File: src/hdl/flcs_pkg.sv
`default_nettype none
package flcs_pkg;

	localparam int unsigned PitchLimitDefault = 15646;
	localparam int unsigned CordicSteps = 16;
	localparam logic signed [33:0] CordicGain = 34'sd652032874;
	localparam logic signed [31:0] PosYReset = 32'sd111411;
	localparam logic [15:0] InvSqrt2 = 16'd46341;
	localparam logic [23:0] MoveSpeedReset = 24'd327680;
	localparam logic [15:0] LookSensReset = 16'd8010;

	// register indexes
	localparam logic [0:0] REG_MOVE_SPEED = 1'b0;
	localparam logic [0:0] REG_LOOK_SENS = 1'b1;

	typedef enum logic [3:0] {
		ST_IDLE,
		ST_TURN,
		ST_CORDIC_YAW,
		ST_CORDIC_PITCH,
		ST_STEP,
		ST_DIAG,
		ST_MOVE_A,
		ST_MOVE_B,
		ST_MOVE_C,
		ST_MOVE_D,
		ST_LOOK_A,
		ST_LOOK_B,
		ST_DONE
	} flcs_state_t;

	typedef struct packed {
		logic load;
		logic turn;
		logic cordic_start_yaw;
		logic cordic_start_pitch;
		logic step;
		logic diag;
		logic move_a;
		logic move_b;
		logic move_c;
		logic move_d;
		logic look_a;
		logic look_b;
		logic publish;
	} flcs_cmd_t;

	typedef struct packed {
		logic cordic_busy;
		logic moving;
		logic diagonal;
	} flcs_status_t;

	function automatic logic [31:0] atan_entry(input logic [3:0] i);
		logic [31:0] r;
		begin
			unique case (i)
				4'd0: r = 32'h20000000;
				4'd1: r = 32'h12E4051E;
				4'd2: r = 32'h09FB385B;
				4'd3: r = 32'h051111D4;
				4'd4: r = 32'h028B0D43;
				4'd5: r = 32'h0145D7E1;
				4'd6: r = 32'h00A2F61E;
				4'd7: r = 32'h00517C55;
				4'd8: r = 32'h0028BE53;
				4'd9: r = 32'h00145F2F;
				4'd10: r = 32'h000A2F98;
				4'd11: r = 32'h000517CC;
				4'd12: r = 32'h00028BE6;
				4'd13: r = 32'h000145F3;
				4'd14: r = 32'h0000A2FA;
				default: r = 32'h0000517D;
			endcase
			return r;
		end
	endfunction

	// saturate a 34-bit sum to signed 32 bits
	function automatic logic signed [31:0] sat32(input logic signed [33:0] v);
		logic signed [31:0] r;
		begin
			if (v > 34'sd2147483647) r = 32'sh7FFFFFFF;
			else if (v < -34'sd2147483648) r = 32'sh80000000;
			else r = v[31:0];
			return r;
		end
	endfunction

endpackage
`default_nettype wire

File: src/hdl/flcs_ctrl.sv
`default_nettype none
module flcs_ctrl import flcs_pkg::*; (
	input wire logic clk,
	input wire logic arst_n,
	input wire logic in_valid,
	input wire logic out_ready,
	input wire flcs_status_t status,
	output flcs_cmd_t cmd,
	output logic out_valid
);

	flcs_state_t state_q, state_d;
	logic out_valid_q;

	always_ff @(posedge clk or negedge arst_n) begin
		if (!arst_n) begin
			state_q <= ST_IDLE;
			out_valid_q <= 1'b0;
		end else begin
			state_q <= state_d;
			if (cmd.publish) out_valid_q <= 1'b1;
			else if (out_ready) out_valid_q <= 1'b0;
		end
	end
	assign out_valid = out_valid_q;

	// next state and commands
	always_comb begin
		state_d = state_q;
		cmd = '0;
		unique case (state_q)
			ST_IDLE: begin
				cmd.load = 1'b1;
				if (in_valid) state_d = ST_TURN;
			end
			ST_TURN: begin
				cmd.turn = 1'b1;
				state_d = ST_CORDIC_YAW;
			end
			ST_CORDIC_YAW: begin
				cmd.cordic_start_yaw = 1'b1;
				state_d = ST_CORDIC_PITCH;
			end
			ST_CORDIC_PITCH: begin
				if (!status.cordic_busy) begin
					cmd.cordic_start_pitch = 1'b1;
					state_d = ST_STEP;
				end
			end
			ST_STEP: begin
				if (!status.cordic_busy) begin
					cmd.step = 1'b1;
					state_d = status.diagonal ? ST_DIAG : ST_MOVE_A;
				end
			end
			ST_DIAG: begin
				cmd.diag = 1'b1;
				state_d = ST_MOVE_A;
			end
			ST_MOVE_A: begin
				cmd.move_a = 1'b1;
				state_d = status.moving ? ST_MOVE_B : ST_LOOK_A;
			end
			ST_MOVE_B: begin
				cmd.move_b = 1'b1;
				state_d = ST_MOVE_C;
			end
			ST_MOVE_C: begin
				cmd.move_c = 1'b1;
				state_d = ST_MOVE_D;
			end
			ST_MOVE_D: begin
				cmd.move_d = 1'b1;
				state_d = ST_LOOK_A;
			end
			ST_LOOK_A: begin
				cmd.look_a = 1'b1;
				state_d = ST_LOOK_B;
			end
			ST_LOOK_B: begin
				cmd.look_b = 1'b1;
				state_d = ST_DONE;
			end
			ST_DONE: begin
				// wait for the result register to free up
				if (!out_valid_q || out_ready) begin
					cmd.publish = 1'b1;
					state_d = ST_IDLE;
				end
			end
			default: state_d = ST_IDLE;
		endcase
	end

endmodule
`default_nettype wire

File: config.mk
export PLATFORM = sky130hd
export DESIGN_NAME = flcs_ctrl
export DESIGN_NICKNAME = d
export VERILOG_FILES = /design/src/hdl/flcs_pkg.sv /design/src/hdl/flcs_ctrl.sv
export SDC_FILE = /design/constraint.sdc
export NUM_CORES = 1
export LEC_CHECK = 0
export ABC_AREA = 1
export BUFFER_PORTS_ARGS = -buffer_cell sky130_fd_sc_hd__buf_2
export CAP_MARGIN = 20
export CORE_AREA = 2 2 39 41
export CTS_CLUSTER_SIZE = 20
export DETAILED_ROUTE_END_ITERATION = 6
export DIE_AREA = 0 0 41 43
export HOLD_SLACK_MARGIN = 0.1
export PLACE_DENSITY = 0.7
export SYNTH_ARGS = -nofsm -noshare
export SYNTH_HDL_FRONTEND = slang
export SYNTH_SLANG_ARGS = --single-unit
File: constraint.sdc
create_clock -name clk -period 1.51 [get_ports clk]
set_input_delay 0.302 -clock clk [delete_from_list [all_inputs] [get_ports clk]]
set_output_delay 0.302 -clock clk [all_outputs]
set_load 0.05 [all_outputs]
Word level (Yosys, flattened, before mapping)
Index checks and enable logic that the tools add are counted.
Word-level totals
  output and inout bits: 14
  input bits: 7
  register bits after elaboration: 5
Cells by class
  muxes and demuxes: 24
  reduce and logical (&&, ||, !) cells: 5
  equal/unequal tests: 16
Operator list (number)
  one-hot mux 4 bit (13 select lines): 1
  == test 4 bit, second input constant: 5
  2-to-1 mux 4 bit: 5
  2-to-1 mux 1 bit: 17
  == test 4 x 3 -> 1 bit, second input constant: 4
  == test 4 x 2 -> 1 bit, second input constant: 2
  != test 2 bit, second input constant: 4
  == test 4 x 1 -> 1 bit, second input constant: 1
  zero test 4 bit: 1
  AND reduction 4 bit: 1
  2-to-1 mux 2 bit: 1
  nonzero test 2 bit: 1
  zero test 1 bit: 1
  logical OR 1 bit: 1

Longest topological paths before layout
Gate-level depths: netlist of the first run.
  depth in word-level cells: 5
  depth in mapped cells: 8
  mapped depth without buffers: 8

Least setup slack after synthesis of the first run
No wires, ideal clock.
  path kind: register -> output
  start: register out_valid_q, in the netlist out_valid
  end: output port cmd[0] (netlist bit)
  stages on the path, launching flop included: 4
  data arrival time: 1382 ps
  buffers on the path: 0
  path slack: -174 ps
  cell sequence: dfrtp_1 -> inv_1 -> nor2_1 -> nor2_1
RTL lines
  start, declared: line flcs_ctrl.sv:13  | logic out_valid_q;
  start signal, assigned: line flcs_ctrl.sv:18  | out_valid_q <= 1'b0;
  start signal, assigned: line flcs_ctrl.sv:21  | if (cmd.publish) out_valid_q <= 1'b1;
  start signal, assigned: line flcs_ctrl.sv:22  | else if (out_ready) out_valid_q <= 1'b0;
  end, declared: line flcs_ctrl.sv:8  | output flcs_cmd_t cmd,

==> results of run 1 <==
[worst max-delay path: cells and delay by family (launching register included)]
kind	cells	cell delay [ns]
simple gates	3	0.43
flops	1	0.44
buf+inv	1	0.16
[flip-flops by register name, summed over array words and instances, names as in the netlist]
register / count
state_q: 4
out_valid: 1
[area by class of cell]
| class | count | area (um^2) | share of cell area, % |
|---|---|---|---|
| clock buffer | 4 | 26.3 | 3.19 |
| timing repair buffer | 32 | 289 | 35.1 |
| tap | 16 | 20.0 | 2.43 |
| multi-input combinational | 51 | 320 | 38.9 |
| inverter | 10 | 37.5 | 4.56 |
| sequential | 5 | 130 | 15.8 |
[metal layers]
metal / vias to the layer above / GRT usage [%]
met5: - / 0
met4: 0 / 8.00
met3: 0 / 1.57
met2: 15 / 28.1
met1: 230 / 15.7
li1: 277 / -
[final timing paths]
kind                             from  cells past startpoint    endpoint
max                        state_q[0]                      4      cmd[8]
min                         out_ready                      2   out_valid
max reg2reg                state_q[3]                      9  state_q[2]
min reg2reg                 out_valid                      2   out_valid
max in group asynchronous      arst_n                      2  state_q[3]
min in group asynchronous      arst_n                      2   out_valid
[repair_timing]
item                                    in CTS  in global routing
pin swaps                                    6                  9
hold endpoints to repair                     5                  0
buffers inserted                             8                  4
hold buffers                                 1                  0
gates resized for setup                     30                 20
endpoints found under the setup margin      13                 16
[power by group through the flow]
stage	sequential, uW	combinational (uW)	clock [uW]
floorplan	273	770	0
global placement	264	953	0
detailed placement	269	959	0
CTS	297	1210	158
global route	315	1550	167
finish	303	1440	147
[logic make-up (layout without fill, tap and decap cells)]
| logic type | after synthesis | count (layout) | share of synthesized area [%] |
|---|---|---|---|
| AND/OR/NAND/NOR | 46 | 46 | 52.5 |
| AO/OA/AOI/OAI | 5 | 5 | 7.67 |
| flip-flops | 5 | 5 | 30.7 |
| buffers and inverters | 10 | 46 | 9.20 |
[cells in the final DEF (no fill, tap or decap), types with 2 or more instances in the layout]
cell type	count
dfrtp_2	4
buf_6	11
nor2_4	5
o21ai_0	2
nand3b_1	2
nand2_4	2
nor2_1	2
buf_2	7
buf_8	3
inv_2	4
clkbuf_4	3
nor2_2	11
nand3_1	4
nand2_2	7
nand2_1	12
inv_1	6
buf_4	10
[per-stage QoR]
stage          power [uW]  instance area, um^2  setup WS, ns  hold WS [ns]
3_3_place_gp         1220                  553         0.110         0.121
3_5_place_dp         1230                  553        0.0752         0.122
6_report             1890                  823       -0.0611         0.280
2_1_floorplan        1040                  433        -0.174       0.00641
4_1_cts              1670                  724       -0.0333         0.277
5_1_grt              2030                  823        -0.136         0.296
==> impl_metrics.toml, run 1 <==
[outcome]
outcome = "finished with violations"
violations = "negative setup slack"

[sta]
fin_crit_ns = 1.57
maxSlewViolCount = 0
fmax_mhz = 637
finalWorstSetupSlack_ns = -0.0611
timing.final.hold_violations = 0
period_share_pct = 104
rsz0062_at_grt = "true"
final.setup.tns_ns = -0.197
slew_headroom_pct = 83.6
setup_viol = 4
fin_worst_skew_ns = 0.000260
tightest_slew_ns = 0.247

[power]
p_clk_share_pct = 7.8
internal_power_uw = 875
power_frac_seq_pct = 16.0
peakVddDrop_mv = 0.889
power_density_mw_per_mm2 = 2300
switching_share_pct = 53.8
p_leak_uw = 0.000422
combPwrFrac_pct = 76.2
p_sw_uw = 1020

[layout]
drive_gt1_share_pct = 67.6
n_fill_cell = 125
areaGrowthSynthToFinish_pct = 102
finish.utilization_pct = 59.5
layout.nets = 110
finalNonFillerCells = 118
antenna_cells = 0

[route]
avgViaCountPerCell = 4.42
wl_met1_um = 503
highest_layer = "met3"
vias = 522
drtIter0Drc = 7
avgRoutedWirePerCell_um = 11.1
drc = 0
route.met3.wl_um = 52
drt_wl_total_um = 1310
met2_length_um = 759
ant_nets = 0
dr.pass1.iters = 3

[placed_design]
dp_hpwl_um = 822
gp_congestion = 0.794
portBuffers = 20
placedCellCount = 102

[clock_network]
clockRootBuffer = "clkbuf_4"
cts_sinks = 5
cts_tree = "done"
clkTransAtPathRegs_ns = 0.04
worstSkewPairLatency_ns = 0.23
cts_max_level = 1
clk_path_buf_depth = 2
cts_inserted_buffers = 3

[synthesis]
synth_commonest_cells = "15 x nand2_1, 15 x nor2_1, 9 x inv_1, 6 x nand2_2, 5 x dfrtp_1"
async_reset_ff_share_pct = 100
synth_fp_nets = 73
yosysTopAreaCell = "dfrtp_1"
yosysUniqueCellTypes = 14
avgSynthCellArea_um2 = 6.18
synth-edff-count = 0
ys_ff_latch = 5
synthCells = 66
yosys-top-cells-area = "dfrtp_1 31%, nand2_1 14%, nor2_1 14%"
ys_seq_area_share_pct = 30.7
synth_top_area_share_pct = 30.7
synth_flop_cell = "dfrtp_1"
ys_warn_count = 0
synth_area_um2 = 408

[worst_setup_path]
ff2ff_setup_slack_ns = 0.11
critPathMaxStageDelay_ns = 0.44
worstSetupPathType = "reg -> out"
startpoint_type = "flip-flop"
arrival_ns = 1.27
slowest_stage = "dfrtp_2"
cp-end-kind = "output pin"
path_cells = "nor2_4, nand2_2, nor2_2, buf_6"
crit_required_ns = 1.21
crit_path_max_fanout = 6

[global_routing]
grt_max_degree = 7
grt-ovfl-total = 0
grt_pass1_vias = 479
grt_usage_pct = 15.4
grt_pass1_wl_um = 1840
antenna_found_initial = 0

[job]
cap_viol_max_count = 0

[floorplan]
die_h_um = 43
num_rows = 14
start_util_pct = 29.5
dieArea_mm2 = 0.00176
core_area_mm2 = 0.00138
dieWidth_um = 41
io_pins = 21

[worst_hold_path]
hold_path_class = "in -> reg"
(Power assumes the default switching activity.)
==> run 2: changes to the inputs <==
--- a/config.mk
+++ b/config.mk
@@ -7,11 +7,11 @@
 export LEC_CHECK = 0
 export ABC_AREA = 1
 export BUFFER_PORTS_ARGS = -buffer_cell sky130_fd_sc_hd__buf_2
-export CAP_MARGIN = 20
 export CORE_AREA = 2 2 39 41
 export CTS_CLUSTER_SIZE = 20
 export DETAILED_ROUTE_END_ITERATION = 6
 export DIE_AREA = 0 0 41 43
+export GPL_TIMING_DRIVEN = 0
 export HOLD_SLACK_MARGIN = 0.1
 export PLACE_DENSITY = 0.7
 export SYNTH_ARGS = -nofsm -noshare
==> impl_metrics.toml, run 2 (same netlist as run 1, synthesis figures left out) <==
[worst_setup_path]
cp.buffers_inverters = 2
arrival_ns = 1.29
reg2reg_from = "state_q[3]"
worstSetupPathType = "reg -> out"
ff2ff_setup_slack_ns = 0.16
crit_family = "flip-flops"
slowest_stage = "dfrtp_2"
cp-end-kind = "output pin"
crit_required_ns = 1.21
startpoint_type = "flip-flop"
path_cells = "inv_1, nand2_1, nor2_2, buf_6"
r2r-end = "state_q[0]"
crit_path_max_fanout = 5
worstRegToRegCells = 8
critPathMaxStageDelay_ns = 0.44

[sta]
period_share_pct = 105
finalWorstSetupSlack_ns = -0.0806
timing.final.hold_violations = 0
fmax_mhz = 629
fin_crit_ns = 1.59
fin_worst_skew_ns = 0.00197
rsz0062_at_grt = "true"
maxSlewViolCount = 0
tightest_slew_ns = 0.256
slew_headroom_pct = 82.9
setup_viol = 10

[job]
cap_viol_max_count = 0

[layout]
design_area_um2 = 875
seq_area_um2 = 130
multiInputGateArea_um2 = 363
areaGrowthSynthToFinish_pct = 114
layout_common_cells = "11 x nand2_1, 11 x nor2_4, 8 x buf_8, 8 x buf_4, 7 x buf_2"
drive_gt1_share_pct = 69.0
antenna_cells = 0
layout.nets = 108
n_fill_cell = 102
top_register = "state_q"
largest_register_ffs = 4
finalNonFillerCells = 116
finish.utilization_pct = 63.2

[route]
drc = 0
drt_wl_total_um = 1540
drtIter0Drc = 8
vias = 568
avgViaCountPerCell = 4.90
avgRoutedWirePerCell_um = 13.3
dr.pass1.iters = 4
ant_nets = 0

[clock_network]
worstSkewPairLatency_ns = 0.23
cts_inserted_buffers = 3
cts_tree = "done"
cts_sinks = 5
clkTransAtPathRegs_ns = 0.04
clk_path_buf_depth = 2
clockRootBuffer = "clkbuf_4"
cts_max_level = 1

[power]
p_sw_uw = 1150
p_leak_uw = 0.000428
power_density_mw_per_mm2 = 2370
peakVddDrop_mv = 0.784
internal_power_uw = 918
power_frac_seq_pct = 15.2
p_clk_share_pct = 7.2
combPwrFrac_pct = 77.6
switching_share_pct = 55.6
power.total_uw = 2070

[outcome]
outcome = "finished with violations"
violations = "negative setup slack"

[floorplan]
die_h_um = 43
start_util_pct = 29.5
dieWidth_um = 41
core_area_mm2 = 0.00138
dieArea_mm2 = 0.00176
num_rows = 14
io_pins = 21

[placed_design]
portBuffers = 20
placed_area_um2 = 553
gp_congestion = 0.763
placedCellCount = 102
dpl_worst_slack_ns = 0.0473
dp_hpwl_um = 866

[worst_hold_path]
min_from = "out_ready"
hold_path_class = "in -> reg"
hold_depth = 2
worstHoldEndpoint = "out_valid"

[global_routing]
grt-ovfl-total = 0
grt_pass1_wl_um = 2000
grt_pass1_vias = 489
grt_max_degree = 7
grt_usage_pct = 16.9
antenna_found_initial = 0
## run 2: cell types whose count changed in the layout (fill, tap and decap cells not counted), sizes merged
cell  before  now
buf       31   29
## run 2: power by group through the flow
stage | Sequential, uW | Combinational (uW) | Clock [uW]
6_report | 315 | 1610 | 149
5_1_grt | 324 | 1710 | 170
4_1_cts | 302 | 1220 | 159
3_5_place_dp | 268 | 964 | 0
3_3_place_gp | 267 | 948 | 0
2_1_floorplan | 273 | 770 | 0
## run 2: worst max path at each step
| stage | slack (ns) | depth (start not counted) | to | from |
|---|---|---|---|---|
| floorplan | -0.17 | 3 | cmd[12] | state_q[0] |
| global placement | 0.07 | 4 | cmd[12] | state_q[0] |
| detailed placement | 0.05 | 4 | cmd[12] | state_q[0] |
| CTS | -0.04 | 4 | cmd[0] | state_q[1] |
| global route | -0.14 | 4 | cmd[0] | state_q[0] |
| finish | -0.08 | 4 | cmd[7] | state_q[1] |
## run 2: metrics by stage
stage / setup TNS [ns] / hold WS, ns
6_report: -0.352 / 0.304
5_1_grt: -1.05 / 0.307
4_1_cts: -0.107 / 0.300
3_5_place_dp: 0 / 0.120
3_3_place_gp: 0 / 0.117
2_1_floorplan: -0.334 / 0.00641
## run 2: layout make-up
| class | instances | area share, % |
|---|---|---|
| clock buffer | 4 | 3.00 |
| inverter | 10 | 4.86 |
| sequential | 5 | 14.9 |
| multi-input combinational | 51 | 41.5 |
| timing repair buffer | 30 | 33.5 |
| tap | 16 | 2.29 |
## run 2: repair_timing
item	4_1_cts	5_1_grt
setup buffers	5	5
endpoints found under the hold margin	5	0
hold buffers	1	0
setup endpoints to repair	13	15
gates resized for setup	37	30
pin swaps	4	13
## run 2: layer usage
layer	GRT usage, %	part of all wire (%)
met4	8.00	1.8
met3	1.57	4.9
met2	30.9	56
met1	17.4	37
met5	0	0
==> run 3: changes to the inputs <==
--- a/config.mk
+++ b/config.mk
@@ -8,6 +8,7 @@
 export ABC_AREA = 1
 export BUFFER_PORTS_ARGS = -buffer_cell sky130_fd_sc_hd__buf_2
 export CORE_AREA = 2 2 39 41
+export CTS_BUF_LIST = sky130_fd_sc_hd__clkbuf_4 sky130_fd_sc_hd__clkbuf_8
 export CTS_CLUSTER_SIZE = 20
 export DETAILED_ROUTE_END_ITERATION = 6
 export DIE_AREA = 0 0 41 43
==> impl_metrics.toml, run 3 (same netlist as run 1, synthesis figures left out) <==
[outcome]
violations = "negative setup slack"
outcome = "finished with violations"

[sta]
whs_ns = 0.299
setup_viol = 10
fin_crit_ns = 1.58
period_share_pct = 105
finalWorstSetupSlack_ns = -0.0740
fin_worst_skew_ns = 0.00243
maxSlewViolCount = 0
slew_headroom_pct = 83.7
rsz0062_at_grt = "true"
tightest_slew_ns = 0.244
timing.final.hold_violations = 0
final.setup.tns_ns = -0.305
fmax_mhz = 631

[clock_network]
clockRootBuffer = "clkbuf_4"
cts_max_level = 1
cts_inserted_buffers = 3
worstSkewPairLatency_ns = 0.23
cts_tree = "done"
clk_path_buf_depth = 2
cts_sinks = 5
clkTransAtPathRegs_ns = 0.04

[layout]
top_register = "state_q"
drive_gt1_share_pct = 69.0
multiInputGateArea_um2 = 360
antenna_cells = 0
areaGrowthSynthToFinish_pct = 115
layout_commonest_cell = "nand2_1"
largest_register_ffs = 4
seq_area_um2 = 130
layout.nets = 108
layout_common_cells = "12 x nand2_1, 11 x nor2_4, 8 x buf_8, 8 x buf_4, 7 x buf_2"
n_fill_cell = 98
design_area_um2 = 876

[global_routing]
antenna_found_initial = 0
grt_max_degree = 7
grt_usage_pct = 16.5
grt_pass1_vias = 485
grt-ovfl-total = 0
grt_pass1_wl_um = 1950

[worst_hold_path]
hold_path_class = "in -> reg"

[floorplan]
start_util_pct = 29.5
io_pins = 21
dieWidth_um = 41
die_h_um = 43
core_area_mm2 = 0.00138
num_rows = 14
dieArea_mm2 = 0.00176

[placed_design]
gp_congestion = 0.763
placed_area_um2 = 553
dp_hpwl_um = 866
portBuffers = 20

[worst_setup_path]
worstSetupPathType = "reg -> out"
arrival_ns = 1.28
cp-end-kind = "output pin"
crit_required_ns = 1.21
startpoint_type = "flip-flop"
crit_path_max_fanout = 6

[route]
vias = 561
drtIter0Drc = 4
avgViaCountPerCell = 4.84
ant_nets = 0
drc = 0
dr.pass1.iters = 4
drt_wl_total_um = 1600
avgRoutedWirePerCell_um = 13.8

[power]
p_leak_uw = 0.000432
power_density_mw_per_mm2 = 2370
peakVddDrop_mv = 0.779

[job]
cap_viol_max_count = 0
run 3: routing by layer:
layer | wire (um) | vias to the layer above | part of all wire, % | track usage [%]
met1 | 592 | 251 | 37 | 17.0
met4 | 58 | 0 | 3.6 | 8.00
met3 | 71 | 6 | 4.5 | 1.57
li1 | - | 273 | - | -
met2 | 873 | 31 | 55 | 30.0
met5 | 0 | - | 0 | 0
run 3: final timing paths:
kind                             from    endpoint  slack, ns  depth (start not counted)
hold reg to reg             out_valid   out_valid       0.56                          2
max in group asynchronous      arst_n  state_q[0]       0.96                          2
min in group asynchronous      arst_n   out_valid       0.40                          2
hold / removal              out_ready   out_valid       0.30                          2
setup / recovery           state_q[2]      cmd[8]      -0.07                          5
setup reg to reg           state_q[3]  state_q[0]       0.14                          8
run 3: where the power goes:
| group | internal (uW) | total [uW] | switching [uW] |
|---|---|---|---|
| combinational | 612 | 1600 | 984 |
| clock | 117 | 167 | 49.3 |
| sequential | 202 | 313 | 111 |
run 3: layout make-up:
| type | count | share of cell area, % |
|---|---|---|
| Inverter | 10 | 4.86 |
| Clock buffer | 4 | 3.43 |
| Multi-Input combinational cell | 51 | 41.1 |
| Tap cell | 16 | 2.29 |
| Timing Repair Buffer | 30 | 33.4 |
| Sequential cell | 5 | 14.9 |
run 3: per-stage QoR:
| stage | setup slack (ns) | cells | power (uW) | utilization, % |
|---|---|---|---|---|
| 6_report | -0.0740 | 116 | 2080 | 63.3 |
| 5_1_grt | -0.150 | 116 | 2200 | 63.3 |
| 4_1_cts | -0.0384 | 112 | 1700 | 52.9 |
| 3_5_place_dp | 0.0473 | 102 | 1230 | 40.0 |
| 3_3_place_gp | 0.0667 | 102 | 1210 | 40.0 |
| 2_1_floorplan | -0.174 | 66 | 1040 | - |
run 3: what timing repair did:
action,CTS,global route
hold buffers,1,0
pin swaps,4,13
setup buffers,5,5
hold endpoints to repair,5,0
gates resized for setup,37,29
setup endpoints to repair,13,13
run 3: critical path, stage by stage, from the launching register on:
cell and delay [ns]:
dfrtp_2 0.46, inv_2 0.09, nor2_2 0.13, nand2_2 0.09
nor2_2 0.11, buf_6 0.17
